File: config.mk
export PLATFORM = sky130hd
export DESIGN_NAME = polygon_convexity_check_unit_flat
export DESIGN_NICKNAME = d
export VERILOG_FILES = /design/src/rtl/pcc_pkg.sv /design/src/rtl/pcc_if.sv /design/src/rtl/pcc_apb_regs.sv /design/src/rtl/pcc_atan.sv /design/src/rtl/polygon_convexity_check_unit.sv /design/src/flat_wrapper.sv
export SDC_FILE = /design/constraint.sdc
export NUM_CORES = 2
export LEC_CHECK = 0
export BUFFER_PORTS_ARGS = -buffer_cell sky130_fd_sc_hd__buf_4
export CORE_ASPECT_RATIO = 0.5
export CORE_MARGIN = 2
export CORE_UTILIZATION = 50
export DETAILED_ROUTE_END_ITERATION = 10
export GPL_TIMING_DRIVEN = 0
export PLACE_DENSITY = 0.68
export SETUP_SLACK_MARGIN = 0.1
export SLEW_MARGIN = 20
export SYNTH_ARGS = -nofsm -noshare
export SYNTH_HDL_FRONTEND = slang
export SYNTH_SLANG_ARGS = --single-unit
File: constraint.sdc
create_clock -name clk_i -period 19.1 [get_ports clk_i]
set_input_delay 3.82 -clock clk_i [delete_from_list [all_inputs] [get_ports clk_i]]
set_output_delay 3.82 -clock clk_i [all_outputs]
set_load 0.005 [all_outputs]
File: src/rtl/pcc_pkg.sv
// ----------------------------------------------------------------------------
// pcc_pkg
// Shared widths, codes, types and the arctangent table for the polygon
// convexity checker.
// ----------------------------------------------------------------------------
package pcc_pkg;

  localparam int COORD_BITS   = 16;
  localparam int CORDIC_STEPS = 16;
  localparam int STEP_W       = $clog2(CORDIC_STEPS);
  localparam int EDGE_W       = COORD_BITS + 1;
  localparam int PROD_W       = 2 * EDGE_W;
  localparam int CP_W         = PROD_W + 1;
  localparam int ANG_W        = 29;
  localparam int TURN_W       = 15;
  localparam int TOTAL_W      = 18;
  localparam int LIMIT_W      = 10;
  localparam int CX_W         = 34;

  localparam logic [LIMIT_W-1:0] TURN_LIMIT_RST = LIMIT_W'(400);

  localparam logic [1:0] FAIL_NONE = 2'd0;
  localparam logic [1:0] FAIL_SIGN = 2'd1;
  localparam logic [1:0] FAIL_TURN = 2'd2;

  localparam logic [1:0] SIGN_NONE = 2'd0;
  localparam logic [1:0] SIGN_POS  = 2'd1;
  localparam logic [1:0] SIGN_NEG  = 2'd2;

  localparam logic [2:0] REG_TURN_LIMIT = 3'd0;

  typedef struct packed {
    logic signed [COORD_BITS-1:0] x;
    logic signed [COORD_BITS-1:0] y;
  } point_t;

  typedef struct packed {
    logic                   start;
    logic signed [CP_W-1:0] y;
    logic signed [CP_W-1:0] x;
  } atan_req_t;

  typedef struct packed {
    logic                     done;
    logic signed [TURN_W-1:0] angle;
  } atan_rsp_t;

  // atan(2^-i) in 2^-20 degree
  function automatic logic signed [ANG_W-1:0] atan_tab(input logic [4:0] idx);
    logic signed [ANG_W-1:0] r;
    case (idx)
      5'd0:  r = ANG_W'(47185920);
      5'd1:  r = ANG_W'(27855475);
      5'd2:  r = ANG_W'(14718068);
      5'd3:  r = ANG_W'(7471121);
      5'd4:  r = ANG_W'(3750058);
      5'd5:  r = ANG_W'(1876857);
      5'd6:  r = ANG_W'(938658);
      5'd7:  r = ANG_W'(469357);
      5'd8:  r = ANG_W'(234682);
      5'd9:  r = ANG_W'(117342);
      5'd10: r = ANG_W'(58671);
      5'd11: r = ANG_W'(29335);
      5'd12: r = ANG_W'(14668);
      5'd13: r = ANG_W'(7334);
      5'd14: r = ANG_W'(3667);
      5'd15: r = ANG_W'(1833);
      5'd16: r = ANG_W'(917);
      5'd17: r = ANG_W'(458);
      5'd18: r = ANG_W'(229);
      5'd19: r = ANG_W'(115);
      5'd20: r = ANG_W'(57);
      5'd21: r = ANG_W'(29);
      5'd22: r = ANG_W'(14);
      5'd23: r = ANG_W'(7);
      default: r = '0;
    endcase
    return r;
  endfunction

endpackage

File: src/rtl/pcc_if.sv
// ----------------------------------------------------------------------------
// pcc_if
// Valid/ready channels for vertex items and verdict items.
// ----------------------------------------------------------------------------
interface pcc_vtx_if;
  logic                                   valid;
  logic                                   ready;
  logic signed [pcc_pkg::COORD_BITS-1:0] vertex_x;
  logic signed [pcc_pkg::COORD_BITS-1:0] vertex_y;
  logic                                   last_vertex;

  modport source (output valid, vertex_x, vertex_y, last_vertex, input ready);
  modport sink   (input valid, vertex_x, vertex_y, last_vertex, output ready);
endinterface

interface pcc_res_if;
  logic       valid;
  logic       ready;
  logic       is_convex;
  logic [1:0] fail_cause;
  logic       last_result;

  modport source (output valid, is_convex, fail_cause, last_result, input ready);
  modport sink   (input valid, is_convex, fail_cause, last_result, output ready);
endinterface

File: src/rtl/pcc_apb_regs.sv
// ----------------------------------------------------------------------------
// pcc_apb_regs
// APB register file holding the turn limit.
// ----------------------------------------------------------------------------
module pcc_apb_regs (
  input  logic                          clk_i,
  input  logic                          rst_ni,
  input  logic                          psel,
  input  logic                          penable,
  input  logic                          pwrite,
  input  logic [2:0]                    paddr,
  input  logic [31:0]                   pwdata,
  output logic [31:0]                   prdata,
  output logic                          pready,
  output logic [pcc_pkg::LIMIT_W-1:0]   turn_limit_o
);
  import pcc_pkg::*;

  logic [LIMIT_W-1:0] limit_q;
  logic               sel_limit;

  assign sel_limit = ({paddr[2], 2'b00} == REG_TURN_LIMIT);
  assign pready    = 1'b1;

  always_ff @(posedge clk_i or negedge rst_ni) begin
    if (!rst_ni) begin
      limit_q <= TURN_LIMIT_RST;
    end else if (psel && penable && pwrite && sel_limit) begin
      limit_q <= pwdata[LIMIT_W-1:0];
    end
  end

  assign prdata       = sel_limit ? {{(32-LIMIT_W){1'b0}}, limit_q} : 32'd0;
  assign turn_limit_o = limit_q;

endmodule

File: src/rtl/pcc_atan.sv
// ----------------------------------------------------------------------------
// pcc_atan
// Iterative atan2: normalise, CORDIC vectoring, quadrant map and rounding
// to 1/64 degree.
// ----------------------------------------------------------------------------
module pcc_atan (
  input  logic                clk_i,
  input  logic                rst_ni,
  input  pcc_pkg::atan_req_t  req_i,
  output pcc_pkg::atan_rsp_t  rsp_o
);
  import pcc_pkg::*;

  localparam logic [1:0] A_IDLE = 2'd0;
  localparam logic [1:0] A_NORM = 2'd1;
  localparam logic [1:0] A_ROT  = 2'd2;
  localparam logic [1:0] A_FIN  = 2'd3;

  localparam logic signed [ANG_W-1:0] QUARTER = ANG_W'(90 * (2 ** 20));
  localparam logic signed [ANG_W-1:0] FULL    = ANG_W'(180 * (2 ** 20));
  localparam logic signed [ANG_W-1:0] HALF_LSB = ANG_W'(2 ** 13);

  logic [1:0]               state_q;
  logic [CP_W-1:0]          ux_q, uy_q;
  logic                     xneg_q, yneg_q;
  logic signed [CX_W-1:0]   cx_q, cy_q;
  logic signed [ANG_W-1:0]  a_q;
  logic [STEP_W-1:0]        step_q;
  logic                     done_q;
  logic signed [TURN_W-1:0] angle_q;

  logic [CP_W-1:0]          m;
  logic signed [CX_W-1:0]   sh_x, sh_y;
  logic signed [ANG_W-1:0]  a_clamp, v, v_rnd;

  assign m    = (ux_q > uy_q) ? ux_q : uy_q;
  assign sh_x = cx_q >>> step_q;
  assign sh_y = cy_q >>> step_q;

  always_comb begin
    a_clamp = a_q;
    if (a_q < 0) begin
      a_clamp = '0;
    end else if (a_q > QUARTER) begin
      a_clamp = QUARTER;
    end
    v = xneg_q ? (FULL - a_clamp) : a_clamp;
    if (yneg_q) begin
      v = -v;
    end
    v_rnd = v + HALF_LSB;
  end

  always_ff @(posedge clk_i or negedge rst_ni) begin
    if (!rst_ni) begin
      state_q <= A_IDLE;
      done_q  <= 1'b0;
    end else begin
      done_q <= 1'b0;
      unique case (state_q)
        A_IDLE: begin
          if (req_i.start) begin
            state_q <= (req_i.y == '0) ? A_FIN : A_NORM;
          end
        end
        A_NORM: begin
          if (!(|m[CP_W-1:30]) && m[29]) begin
            state_q <= A_ROT;
          end
        end
        A_ROT: begin
          if (step_q == STEP_W'(CORDIC_STEPS - 1)) begin
            state_q <= A_FIN;
          end
        end
        A_FIN: begin
          state_q <= A_IDLE;
          done_q  <= 1'b1;
        end
        default: state_q <= A_IDLE;
      endcase
    end
  end

  always_ff @(posedge clk_i) begin
    unique case (state_q)
      A_IDLE: begin
        ux_q   <= req_i.x[CP_W-1] ? CP_W'(-req_i.x) : CP_W'(req_i.x);
        uy_q   <= req_i.y[CP_W-1] ? CP_W'(-req_i.y) : CP_W'(req_i.y);
        xneg_q <= req_i.x[CP_W-1];
        yneg_q <= req_i.y[CP_W-1];
        a_q    <= '0;
        step_q <= '0;
      end
      A_NORM: begin
        if (|m[CP_W-1:30]) begin
          ux_q <= ux_q >> 1;
          uy_q <= uy_q >> 1;
        end else if (!(|m[CP_W-1:21])) begin
          ux_q <= ux_q << 8;
          uy_q <= uy_q << 8;
        end else if (!m[29]) begin
          ux_q <= ux_q << 1;
          uy_q <= uy_q << 1;
        end
        cx_q <= $signed({{(CX_W-30){1'b0}}, ux_q[29:0]});
        cy_q <= $signed({{(CX_W-30){1'b0}}, uy_q[29:0]});
      end
      A_ROT: begin
        if (!cy_q[CX_W-1]) begin
          cx_q <= cx_q + sh_y;
          cy_q <= cy_q - sh_x;
          a_q  <= a_q + atan_tab(5'(step_q));
        end else begin
          cx_q <= cx_q - sh_y;
          cy_q <= cy_q + sh_x;
          a_q  <= a_q - atan_tab(5'(step_q));
        end
        step_q <= step_q + 1'b1;
      end
      A_FIN: begin
        angle_q <= v_rnd[ANG_W-1:14];
      end
      default: ;
    endcase
  end

  assign rsp_o.done  = done_q;
  assign rsp_o.angle = angle_q;

endmodule

File: src/rtl/polygon_convexity_check_unit.sv
// ----------------------------------------------------------------------------
// polygon_convexity_check_unit
// Convexity check over a vertex stream: edge products on one shared
// multiplier, turn angle from an iterative CORDIC, sign and turn checks.
// ----------------------------------------------------------------------------
// A corner goes through load, multiply, start, normalise, 16 CORDIC iterations,
// finish, done and check; normalise and CORDIC are skipped when the cross
// product is zero, and only load is left once the polygon has failed. A vertex
// item with no corner goes through idle and update; the last vertex adds up to
// two wrap corners and an emit step. Ready is high only in idle. Reset (rst_ni
// low, async) clears the polygon state and sets turn_limit to 400.
module polygon_convexity_check_unit (
  input  logic                  clk_i,
  input  logic                  rst_ni,
  pcc_vtx_if.sink               vtx_i,
  pcc_res_if.source             res_o,
  input  logic                  psel,
  input  logic                  penable,
  input  logic                  pwrite,
  input  logic [2:0]            paddr,
  input  logic [31:0]           pwdata,
  output logic [31:0]           prdata,
  output logic                  pready
);
  import pcc_pkg::*;

  localparam logic [2:0] S_IDLE  = 3'd0;
  localparam logic [2:0] S_LOAD  = 3'd1;
  localparam logic [2:0] S_MUL   = 3'd2;
  localparam logic [2:0] S_ATAN  = 3'd3;
  localparam logic [2:0] S_WAIT  = 3'd4;
  localparam logic [2:0] S_CHECK = 3'd5;
  localparam logic [2:0] S_UPD   = 3'd6;
  localparam logic [2:0] S_EMIT  = 3'd7;

  localparam logic [1:0] C_NEW  = 2'd0;
  localparam logic [1:0] C_WRAP = 2'd1;
  localparam logic [1:0] C_LAST = 2'd2;

  logic [LIMIT_W-1:0] turn_limit;

  logic [2:0]  state_q;
  logic [1:0]  cidx_q;
  logic [2:0]  mcnt_q;
  point_t      in_q, first_q, second_q, older_q, newer_q;
  logic        last_q;
  logic [1:0]  seen_q, ref_sign_q, fail_q;
  logic signed [TOTAL_W-1:0] total_q;
  logic signed [EDGE_W-1:0]  ax_q, ay_q, bx_q, by_q;
  logic signed [PROD_W-1:0]  prod_q;
  logic signed [CP_W-1:0]    cross_q, dot_q;
  logic        res_valid_q, res_convex_q;
  logic [1:0]  res_cause_q;

  point_t      p0, p1, p2;
  logic signed [EDGE_W-1:0] mul_a, mul_b;
  logic signed [TOTAL_W-1:0] tsum, bound;
  logic [1:0]  csign;
  logic [1:0]  seen_inc;
  atan_req_t   atan_req;
  atan_rsp_t   atan_rsp;

  pcc_apb_regs u_regs (
    .clk_i        (clk_i),
    .rst_ni       (rst_ni),
    .psel         (psel),
    .penable      (penable),
    .pwrite       (pwrite),
    .paddr        (paddr),
    .pwdata       (pwdata),
    .prdata       (prdata),
    .pready       (pready),
    .turn_limit_o (turn_limit)
  );

  assign atan_req.start = (state_q == S_ATAN);
  assign atan_req.y     = cross_q;
  assign atan_req.x     = dot_q;

  pcc_atan u_atan (
    .clk_i  (clk_i),
    .rst_ni (rst_ni),
    .req_i  (atan_req),
    .rsp_o  (atan_rsp)
  );

  always_comb begin
    unique case (cidx_q)
      C_NEW:   begin p0 = older_q; p1 = newer_q; p2 = in_q;     end
      C_WRAP:  begin p0 = older_q; p1 = newer_q; p2 = first_q;  end
      default: begin p0 = newer_q; p1 = first_q; p2 = second_q; end
    endcase
  end

  always_comb begin
    case (mcnt_q)
      3'd0:    begin mul_a = ax_q; mul_b = by_q; end
      3'd1:    begin mul_a = ay_q; mul_b = bx_q; end
      3'd2:    begin mul_a = ax_q; mul_b = bx_q; end
      default: begin mul_a = ay_q; mul_b = by_q; end
    endcase
  end

  assign tsum     = total_q + TOTAL_W'(atan_rsp.angle);
  assign bound    = $signed({{(TOTAL_W-LIMIT_W-6){1'b0}}, turn_limit, 6'b0});
  assign csign    = cross_q[CP_W-1] ? SIGN_NEG : SIGN_POS;
  assign seen_inc = (seen_q == 2'd3) ? 2'd3 : seen_q + 2'd1;

  assign vtx_i.ready       = (state_q == S_IDLE);
  assign res_o.valid       = res_valid_q;
  assign res_o.is_convex   = res_convex_q;
  assign res_o.fail_cause  = res_cause_q;
  assign res_o.last_result = 1'b1;

  always_ff @(posedge clk_i or negedge rst_ni) begin
    if (!rst_ni) begin
      state_q      <= S_IDLE;
      cidx_q       <= C_NEW;
      mcnt_q       <= '0;
      seen_q       <= '0;
      ref_sign_q   <= SIGN_NONE;
      fail_q       <= FAIL_NONE;
      total_q      <= '0;
      res_valid_q  <= 1'b0;
      res_convex_q <= 1'b0;
      res_cause_q  <= FAIL_NONE;
      first_q      <= '0;
      second_q     <= '0;
      older_q      <= '0;
      newer_q      <= '0;
    end else begin
      if (res_valid_q && res_o.ready && state_q != S_EMIT) begin
        res_valid_q <= 1'b0;
      end
      unique case (state_q)
        S_IDLE: begin
          if (vtx_i.valid) begin
            cidx_q  <= C_NEW;
            state_q <= (seen_q >= 2'd2) ? S_LOAD : S_UPD;
          end
        end
        S_LOAD: begin
          mcnt_q <= '0;
          if (fail_q != FAIL_NONE) begin
            unique case (cidx_q)
              C_NEW:   state_q <= S_UPD;
              C_WRAP:  begin cidx_q <= C_LAST; state_q <= S_LOAD; end
              default: state_q <= S_EMIT;
            endcase
          end else begin
            state_q <= S_MUL;
          end
        end
        S_MUL: begin
          mcnt_q <= mcnt_q + 3'd1;
          if (mcnt_q == 3'd4) begin
            state_q <= S_ATAN;
          end
        end
        S_ATAN: state_q <= S_WAIT;
        S_WAIT: begin
          if (atan_rsp.done) begin
            state_q <= S_CHECK;
          end
        end
        S_CHECK: begin
          total_q <= tsum;
          if (tsum > bound || tsum < -bound) begin
            fail_q <= FAIL_TURN;
          end else if (cross_q != '0) begin
            if (ref_sign_q != SIGN_NONE && ref_sign_q != csign) begin
              fail_q <= FAIL_SIGN;
            end else begin
              ref_sign_q <= csign;
            end
          end
          unique case (cidx_q)
            C_NEW:   state_q <= S_UPD;
            C_WRAP:  begin cidx_q <= C_LAST; state_q <= S_LOAD; end
            default: state_q <= S_EMIT;
          endcase
        end
        S_UPD: begin
          if (seen_q == 2'd0) begin
            first_q <= in_q;
          end else if (seen_q == 2'd1) begin
            second_q <= in_q;
          end
          older_q <= newer_q;
          newer_q <= in_q;
          seen_q  <= seen_inc;
          if (last_q && seen_inc == 2'd3) begin
            cidx_q  <= C_WRAP;
            state_q <= S_LOAD;
          end else if (last_q) begin
            state_q <= S_EMIT;
          end else begin
            state_q <= S_IDLE;
          end
        end
        S_EMIT: begin
          if (!res_valid_q || res_o.ready) begin
            res_valid_q  <= 1'b1;
            res_convex_q <= (fail_q == FAIL_NONE);
            res_cause_q  <= fail_q;
            seen_q       <= '0;
            ref_sign_q   <= SIGN_NONE;
            total_q      <= '0;
            fail_q       <= FAIL_NONE;
            state_q      <= S_IDLE;
          end
        end
        default: state_q <= S_IDLE;
      endcase
    end
  end

  always_ff @(posedge clk_i) begin
    if (state_q == S_IDLE && vtx_i.valid) begin
      in_q.x <= vtx_i.vertex_x;
      in_q.y <= vtx_i.vertex_y;
      last_q <= vtx_i.last_vertex;
    end
    if (state_q == S_LOAD) begin
      ax_q <= EDGE_W'(p1.x) - EDGE_W'(p0.x);
      ay_q <= EDGE_W'(p1.y) - EDGE_W'(p0.y);
      bx_q <= EDGE_W'(p2.x) - EDGE_W'(p1.x);
      by_q <= EDGE_W'(p2.y) - EDGE_W'(p1.y);
    end
    if (state_q == S_MUL) begin
      prod_q <= mul_a * mul_b;
      case (mcnt_q)
        3'd1: cross_q <= CP_W'(prod_q);
        3'd2: cross_q <= cross_q - CP_W'(prod_q);
        3'd3: dot_q   <= CP_W'(prod_q);
        3'd4: dot_q   <= dot_q + CP_W'(prod_q);
        default: ;
      endcase
    end
  end

endmodule

File: src/flat_wrapper.sv
// flat-port wrapper written by rule: the top's interface ports become plain ports
module polygon_convexity_check_unit_flat import pcc_pkg::*;
  (clk_i, rst_ni, psel, penable, pwrite, paddr, pwdata, prdata, pready, vtx_i_valid, vtx_i_vertex_x, vtx_i_vertex_y, vtx_i_last_vertex, vtx_i_ready, res_o_valid, res_o_is_convex, res_o_fail_cause, res_o_last_result, res_o_ready);
  pcc_vtx_if vtx_i_i ();
  pcc_res_if res_o_i ();
  input  logic clk_i;
  input  logic rst_ni;
  input  logic psel;
  input  logic penable;
  input  logic pwrite;
  input  logic [2:0] paddr;
  input  logic [31:0] pwdata;
  output logic [31:0] prdata;
  output logic pready;
  input wire logic [$bits(vtx_i_i.valid)-1:0] vtx_i_valid;
  input wire logic [$bits(vtx_i_i.vertex_x)-1:0] vtx_i_vertex_x;
  input wire logic [$bits(vtx_i_i.vertex_y)-1:0] vtx_i_vertex_y;
  input wire logic [$bits(vtx_i_i.last_vertex)-1:0] vtx_i_last_vertex;
  output wire logic [$bits(vtx_i_i.ready)-1:0] vtx_i_ready;
  output wire logic [$bits(res_o_i.valid)-1:0] res_o_valid;
  output wire logic [$bits(res_o_i.is_convex)-1:0] res_o_is_convex;
  output wire logic [$bits(res_o_i.fail_cause)-1:0] res_o_fail_cause;
  output wire logic [$bits(res_o_i.last_result)-1:0] res_o_last_result;
  input wire logic [$bits(res_o_i.ready)-1:0] res_o_ready;
  assign vtx_i_i.valid = vtx_i_valid;
  assign vtx_i_i.vertex_x = vtx_i_vertex_x;
  assign vtx_i_i.vertex_y = vtx_i_vertex_y;
  assign vtx_i_i.last_vertex = vtx_i_last_vertex;
  assign vtx_i_ready = vtx_i_i.ready;
  assign res_o_valid = res_o_i.valid;
  assign res_o_is_convex = res_o_i.is_convex;
  assign res_o_fail_cause = res_o_i.fail_cause;
  assign res_o_last_result = res_o_i.last_result;
  assign res_o_i.ready = res_o_ready;
  polygon_convexity_check_unit u_core (.clk_i(clk_i), .rst_ni(rst_ni), .vtx_i(vtx_i_i), .res_o(res_o_i), .psel(psel), .penable(penable), .pwrite(pwrite), .paddr(paddr), .pwdata(pwdata), .prdata(prdata), .pready(pready));
endmodule
Yosys cells after proc, flatten, opt, wreduce, memory -nomap -nowiden --
Memory sizes are Yosys's and may differ from the RTL's. A register that Yosys moved wholly into a read port is not among the register bits. Index checks and enable logic that the tools add are counted.
Word-level totals: bits in registers 570, latch bits 0, RAM bits 0, memory bits (read-only) 832, input bits 75, output and inout bits 39, memories 2
Operators by class: add/sub/neg operators 22, $mul 1, divide/modulo/power cells 0, magnitude comparators 6, equal/unequal tests 36, shift operators 2, muxes and demuxes 75, bitwise gates (word level) 2, reduce and logical (&&, ||, !) cells 50
Memory list:
- (no name shown) | depth 16, bits a word 26, read ports 1, clocked after memory_dff 1, wr ports 0, line pcc_pkg.sv:51 | case (idx)
- (no name shown) | depth 16, bits a word 26, read ports 1, clocked after memory_dff 1, wr ports 0, line pcc_pkg.sv:51
Operator list (count):
- $mux 35 | 9
- $pmux 35 s2 | 4
- $mux 29 | 9
- $pmux 34 s2 | 2
- $neg 35->35 | 2
- $add 34x34->34 | 2
- $mux 34 | 2
- $sshr 34x4->34 | 2
- $sub 16x16->17 | 4
- $sub 34x34->34 | 2
- $mux 32 | 2
- $pmux 32 s2 | 1
- $pmux 29 s2 | 1
- $pmux 18 s2 | 1
- $add 35x34->35 | 1
- $gt 35x35->1 | 1
- $logic_not 35->1 | 1
- $reduce_bool 35->1 | 1
- $sub 35x34->35 | 1
- $mul 17x17->34 | 1
- $mux 17 | 2
- $mux 2 | 17
- $add 29x15->29 const B | 1
- $add 29x29->29 | 1
- other kinds (50) | 124

Longest topological paths before layout --
depth after elaboration 8, mapped depth 33

Modules after synthesis --
From an unflattened synthesis, not the netlist that was laid out.
Second synthesis, totals: cells, all modules 6203, area, all modules 56929.6 um^2
By module, submodules not included:
- polygon_convexity_check_unit | times used 1, cells an instance 3518, area each 33638.5 um^2, sequential area each 10259.8 um^2
- pcc_atan | times used 1, cells an instance 2627, area each 22605.4 um^2, sequential area each 6241.0 um^2
- pcc_apb_regs | times used 1, cells an instance 58, area each 685.7 um^2, sequential area each 254.0 um^2

Worst setup path before layout --
Ideal clock, no wire load.
path type register -> register, start point register u_core.mcnt_q[0], end point register u_core.prod_q[32] (data pin), arrival time 7734 ps, slack 11104 ps, stages on the path, launching flop included 28, path buffers 3, cell sequence dfrtp_1 inv_1 ha_1 o21bai_1 buf_1 clkbuf_1 buf_1 mux2_2 nand2_1 fa_1 fa_1 fa_1 fa_1 inv_1 fa_1 fa_1 ha_1 a21o_1 a21oi_1 a21oi_1 a31o_2 nor4b_1 a211oi_1 a211o_1 a31oi_1 nor2_1 o31ai_1 xnor2_1
On the way: longest elaborated chain between the ends 4
RTL lines:
- from (decl) | line polygon_convexity_check_unit.sv:44 | logic [2:0] mcnt_q;
- from (signal assigned) | line polygon_convexity_check_unit.sv:155 | mcnt_q <= mcnt_q + 3'd1;
- $eq 3x2->1, or another cell as far along | line polygon_convexity_check_unit.sv:96 | case (mcnt_q)
- $reduce_or 2->1 (no source line)
- $mux 17 | line polygon_convexity_check_unit.sv:96
- $mul 17x17->34 (*) | line polygon_convexity_check_unit.sv:231 | prod_q <= mul_a * mul_b;
- to (signal assigned) | line polygon_convexity_check_unit.sv:231
- to (decl) | line polygon_convexity_check_unit.sv:50 | logic signed [PROD_W-1:0] prod_q;
Every way passes the cells marked *; elsewhere a longest branch is shown, timed or not. A chain may end at the register's enable or synchronous reset.

Worst setup path after layout --
start point register u_core.mcnt_q[0], end point register u_core.prod_q[33] (data pin)
The elaborated chain is that of the path after synthesis.

==> impl_metrics.csv <==
group,metric,value,unit
status,status,"completed",
timing,timing.final.crit_share,54.0,%
floorplan,core-area,0.112,mm^2
worst_setup_path,path_buf_inv,8,
synth,synth-edff-count,393,
worst_setup_path,crit_path_frequent_cell,"fa_1",
timing,setup_viol,0,
synth,synthCells,6136,
timing,hold_violations,0,
timing,max_freq,96.9,MHz
synth,netlist-cell-type-count,105,
synth,ys_ff_latch,596,
drt,routed_wirelength,162000,um
synth,synth_area_leaders,"edfxtp_1, fa_1, ha_1",
worst_setup_path,slowest_delay,0.88,ns
synth,yosysWarnings,0,
placed_design,gp_congestion,0.964,
placed_design,hpwlAfterDp,129000,um
clock_tree,cts_hold_buf,0,
cells_and_area,design_area,0.0615,mm^2
cells_and_area,drive_gt1_share,8.03,%
placed_design,postPlaceCellArea,0.0594,mm^2
floorplan,rows,87,
global_route,gr-usage-all-layers,27.5,%
synth,yosys-mux-area-fraction,10.2,%
worst_setup_path,worstSetupEndpointType,"flop",
timing,report.final.slew_viol_count,0,
synth,synth_largest_area_cell,"edfxtp_1",
drt,viasPerCell,5.82,
worst_setup_path,cpMaxStageDelayCell,"mux2i_1",
clock_tree,cts_tree,"done",
drt,drt.antenna.violating_nets,0,
timing,whs,0.475,ns
timing,tightestPinTransition,1.15,ns
global_route,grt_max_degree,83,
cells_and_area,nets,7088,
drt,wl_per_cell,20.7,um
clock_tree,clock-sinks,596,
synth,synth_xor_area_share,6.06,%
floorplan,die_w,480,um
worst_setup_path,path_class,"reg2reg",
synth,synth_compound_gate_area_share,13.4,%
drt,first_pass_iters,6,
clock_tree,cts_buffer_depth,3,
cells_and_area,area_delta_synth_final,8.66,%
synth,synth_top_family_by_area,"adder cells",
timing,rsz0062_at_grt,"no",
drt,drcViolationCount,0,
synth,synth_fa_ha_area_share,19.9,%
cells_and_area,mostFrequentLayoutCell,"nand2_1",
global_route,antenna_found_initial,1,
clock_tree,numCtsBuffers,61,
synth,synth_top_area_share,20.9,%
drt,drt_iter0_drc,3886,
global_route,grt_overflow,0,
cells_and_area,fill_cells,10100,
timing,tns,0,ns
synth,syn-mean-instance-area,9.22,um^2
clock_tree,ctsResizeCount,0,
floorplan,chipHeight,242,um
cells_and_area,layout_common_cells,"nand2_1, inv_1, nor2_1",
worst_setup_path,critPathLaunchType,"flop",
worst_setup_path,crit_arrival,10.73,ns
timing,fin_crit,10.32,ns
placed_design,dp_cells,7748,
timing,skew,0.0350,ns
synth,synth_ff_type,"edfxtp_1",
cells_and_area,fin_cells,7866,
drt,vias,45800,
floorplan,ios,114,
clock_tree,cts_setup_buffers,0,
worst_setup_path,path_delay_family,"adder cells",
flow_run,max-cap-violations,0,
global_route,grt_pass1_wl,254000,um
synth,yosys.area_share.simple,14.8,%
worst_setup_path,crit_required,19.52,ns
floorplan,fp.dieArea,0.116,mm^2
timing,slew-limit-headroom,21.3,%
clock_tree,clkSlewWorstSetupHoldPaths,0.07,ns
floorplan,start_util,50.3,%
worst_setup_path,path_max_fanout,10,
synth,synthArstFlopShare,29.7,%
synth,synth-seq-area-share,29.6,%
clock_tree,clockRootBuffer,"clkbuf_16",
synth,synthesis.area,0.0566,mm^2
global_route,grt_pass1_vias,45300,
clock_tree,insertion_delay,0.71,ns
clock_tree,cts_max_level,2,
min_path,worst_hold_path_type,"reg2reg",
placed_design,port_buffers,65,
[logic make-up (layout without fill, tap and decap cells)]
group,Yosys count,after routing
and+or+nand+nor,1854,1854
AOI/OAI and AO/OA,1236,1236
buffers and inverters,858,1051
adders and majority gates,716,716
DFF,596,596
muxes,484,484
xor gates and xnor gates,390,390
other,2,26
[stage by stage]
step,setup WS (ns),utilization (%)
6_report,8.78,54.7
3_3_place_gp,8.93,52.5
5_1_grt,8.30,54.7
3_5_place_dp,8.79,52.8
2_1_floorplan,11.10,-
4_1_cts,8.75,54.7
[sequential cells by signal, summed over array words and instances, names as in the netlist, 18 cells and up, named ones only]
register / count
u_core.u_atan.uy_q: 35
u_core.total_q: 18
u_core.cross_q: 35
u_core.dot_q: 35
u_core.in_q: 32
u_core.older_q: 32
u_core.u_atan.cx_q: 34
u_core.u_atan.cy_q: 34
u_core.u_atan.a_q: 29
u_core.first_q: 32
u_core.prod_q: 34
u_core.newer_q: 32
u_core.u_atan.ux_q: 35
u_core.second_q: 32
[cells in the mapped netlist, types with 26 or more instances]
cell,instances
inv_1,612
dfxtp_1,26
nor3_1,94
a21boi_0,28
buf_1,34
xnor2_1,272
a31oi_1,50
a21o_1,98
nor2b_1,62
nand2_1,723
nand4_1,35
or2_2,27
mux4_2,59
o22ai_1,30
o21a_1,53
buf_4,32
mux2i_1,259
and3_1,32
nor2_1,557
fa_1,306
clkbuf_1,167
and2_1,65
edfxtp_1,393
nand2b_1,50
mux2_2,166
nand3_1,85
a21oi_1,391
ha_1,409
xor2_1,117
or3_1,29
o31ai_1,41
o21ai_0,344
dfrtp_1,174
[worst register-to-register path: cells and delay by family (launching register included)]
kind | cells | cell delay [ns]
adders and majority gates | 8 | 3.59
buffers and inverters | 8 | 2.44
AOI/OAI and AO/OA | 11 | 2.19
muxes | 1 | 0.88
DFF | 1 | 0.45
xor gates and xnor gates | 1 | 0.30
and+or+nand+nor | 1 | 0.17
[path summary, 6_finish.rpt]
kind                       slack, ns  cells past startpoint               from            endpoint
min reg2reg                     0.48                      2  u_core.older_q[9]   u_core.older_q[9]
min in group asynchronous       2.95                      1             rst_ni   u_core.total_q[1]
max in group asynchronous      15.03                      3             rst_ni  u_core.older_q[12]
max reg2reg                     8.78                     30   u_core.mcnt_q[0]   u_core.prod_q[33]
min                             0.48                      2  u_core.older_q[9]   u_core.older_q[9]
max                             8.78                     30   u_core.mcnt_q[0]   u_core.prod_q[33]
[metal layers]
metal	vias to the layer above	share of wire, %	global-route usage, %
li1	21600	-	-
met1	22400	44	37.8
met2	1509	46	44.7
met3	295	6.0	3.67
met4	0	3.6	9.10
met5	-	0	0
[layout make-up]
| type | instances | area (um^2) | share of cell area [%] |
|---|---|---|---|
| multi-input cells | 4704 | 36600 | 59.5 |
| flip-flops and latches | 596 | 16800 | 27.3 |
| inverters | 614 | 2300 | 3.75 |
| well taps | 1513 | 1890 | 3.08 |
| clock buffers | 86 | 1740 | 2.84 |
| plain buffers | 244 | 1060 | 1.73 |
| repair buffers | 77 | 771 | 1.25 |
| clock inverters | 30 | 334 | 0.543 |
| diodes | 2 | 5.00 | 0.00814 |
Power is left out: the tool's default activity adds up to more than one toggle a clock period on the data nets, which glitch-free logic cannot reach.
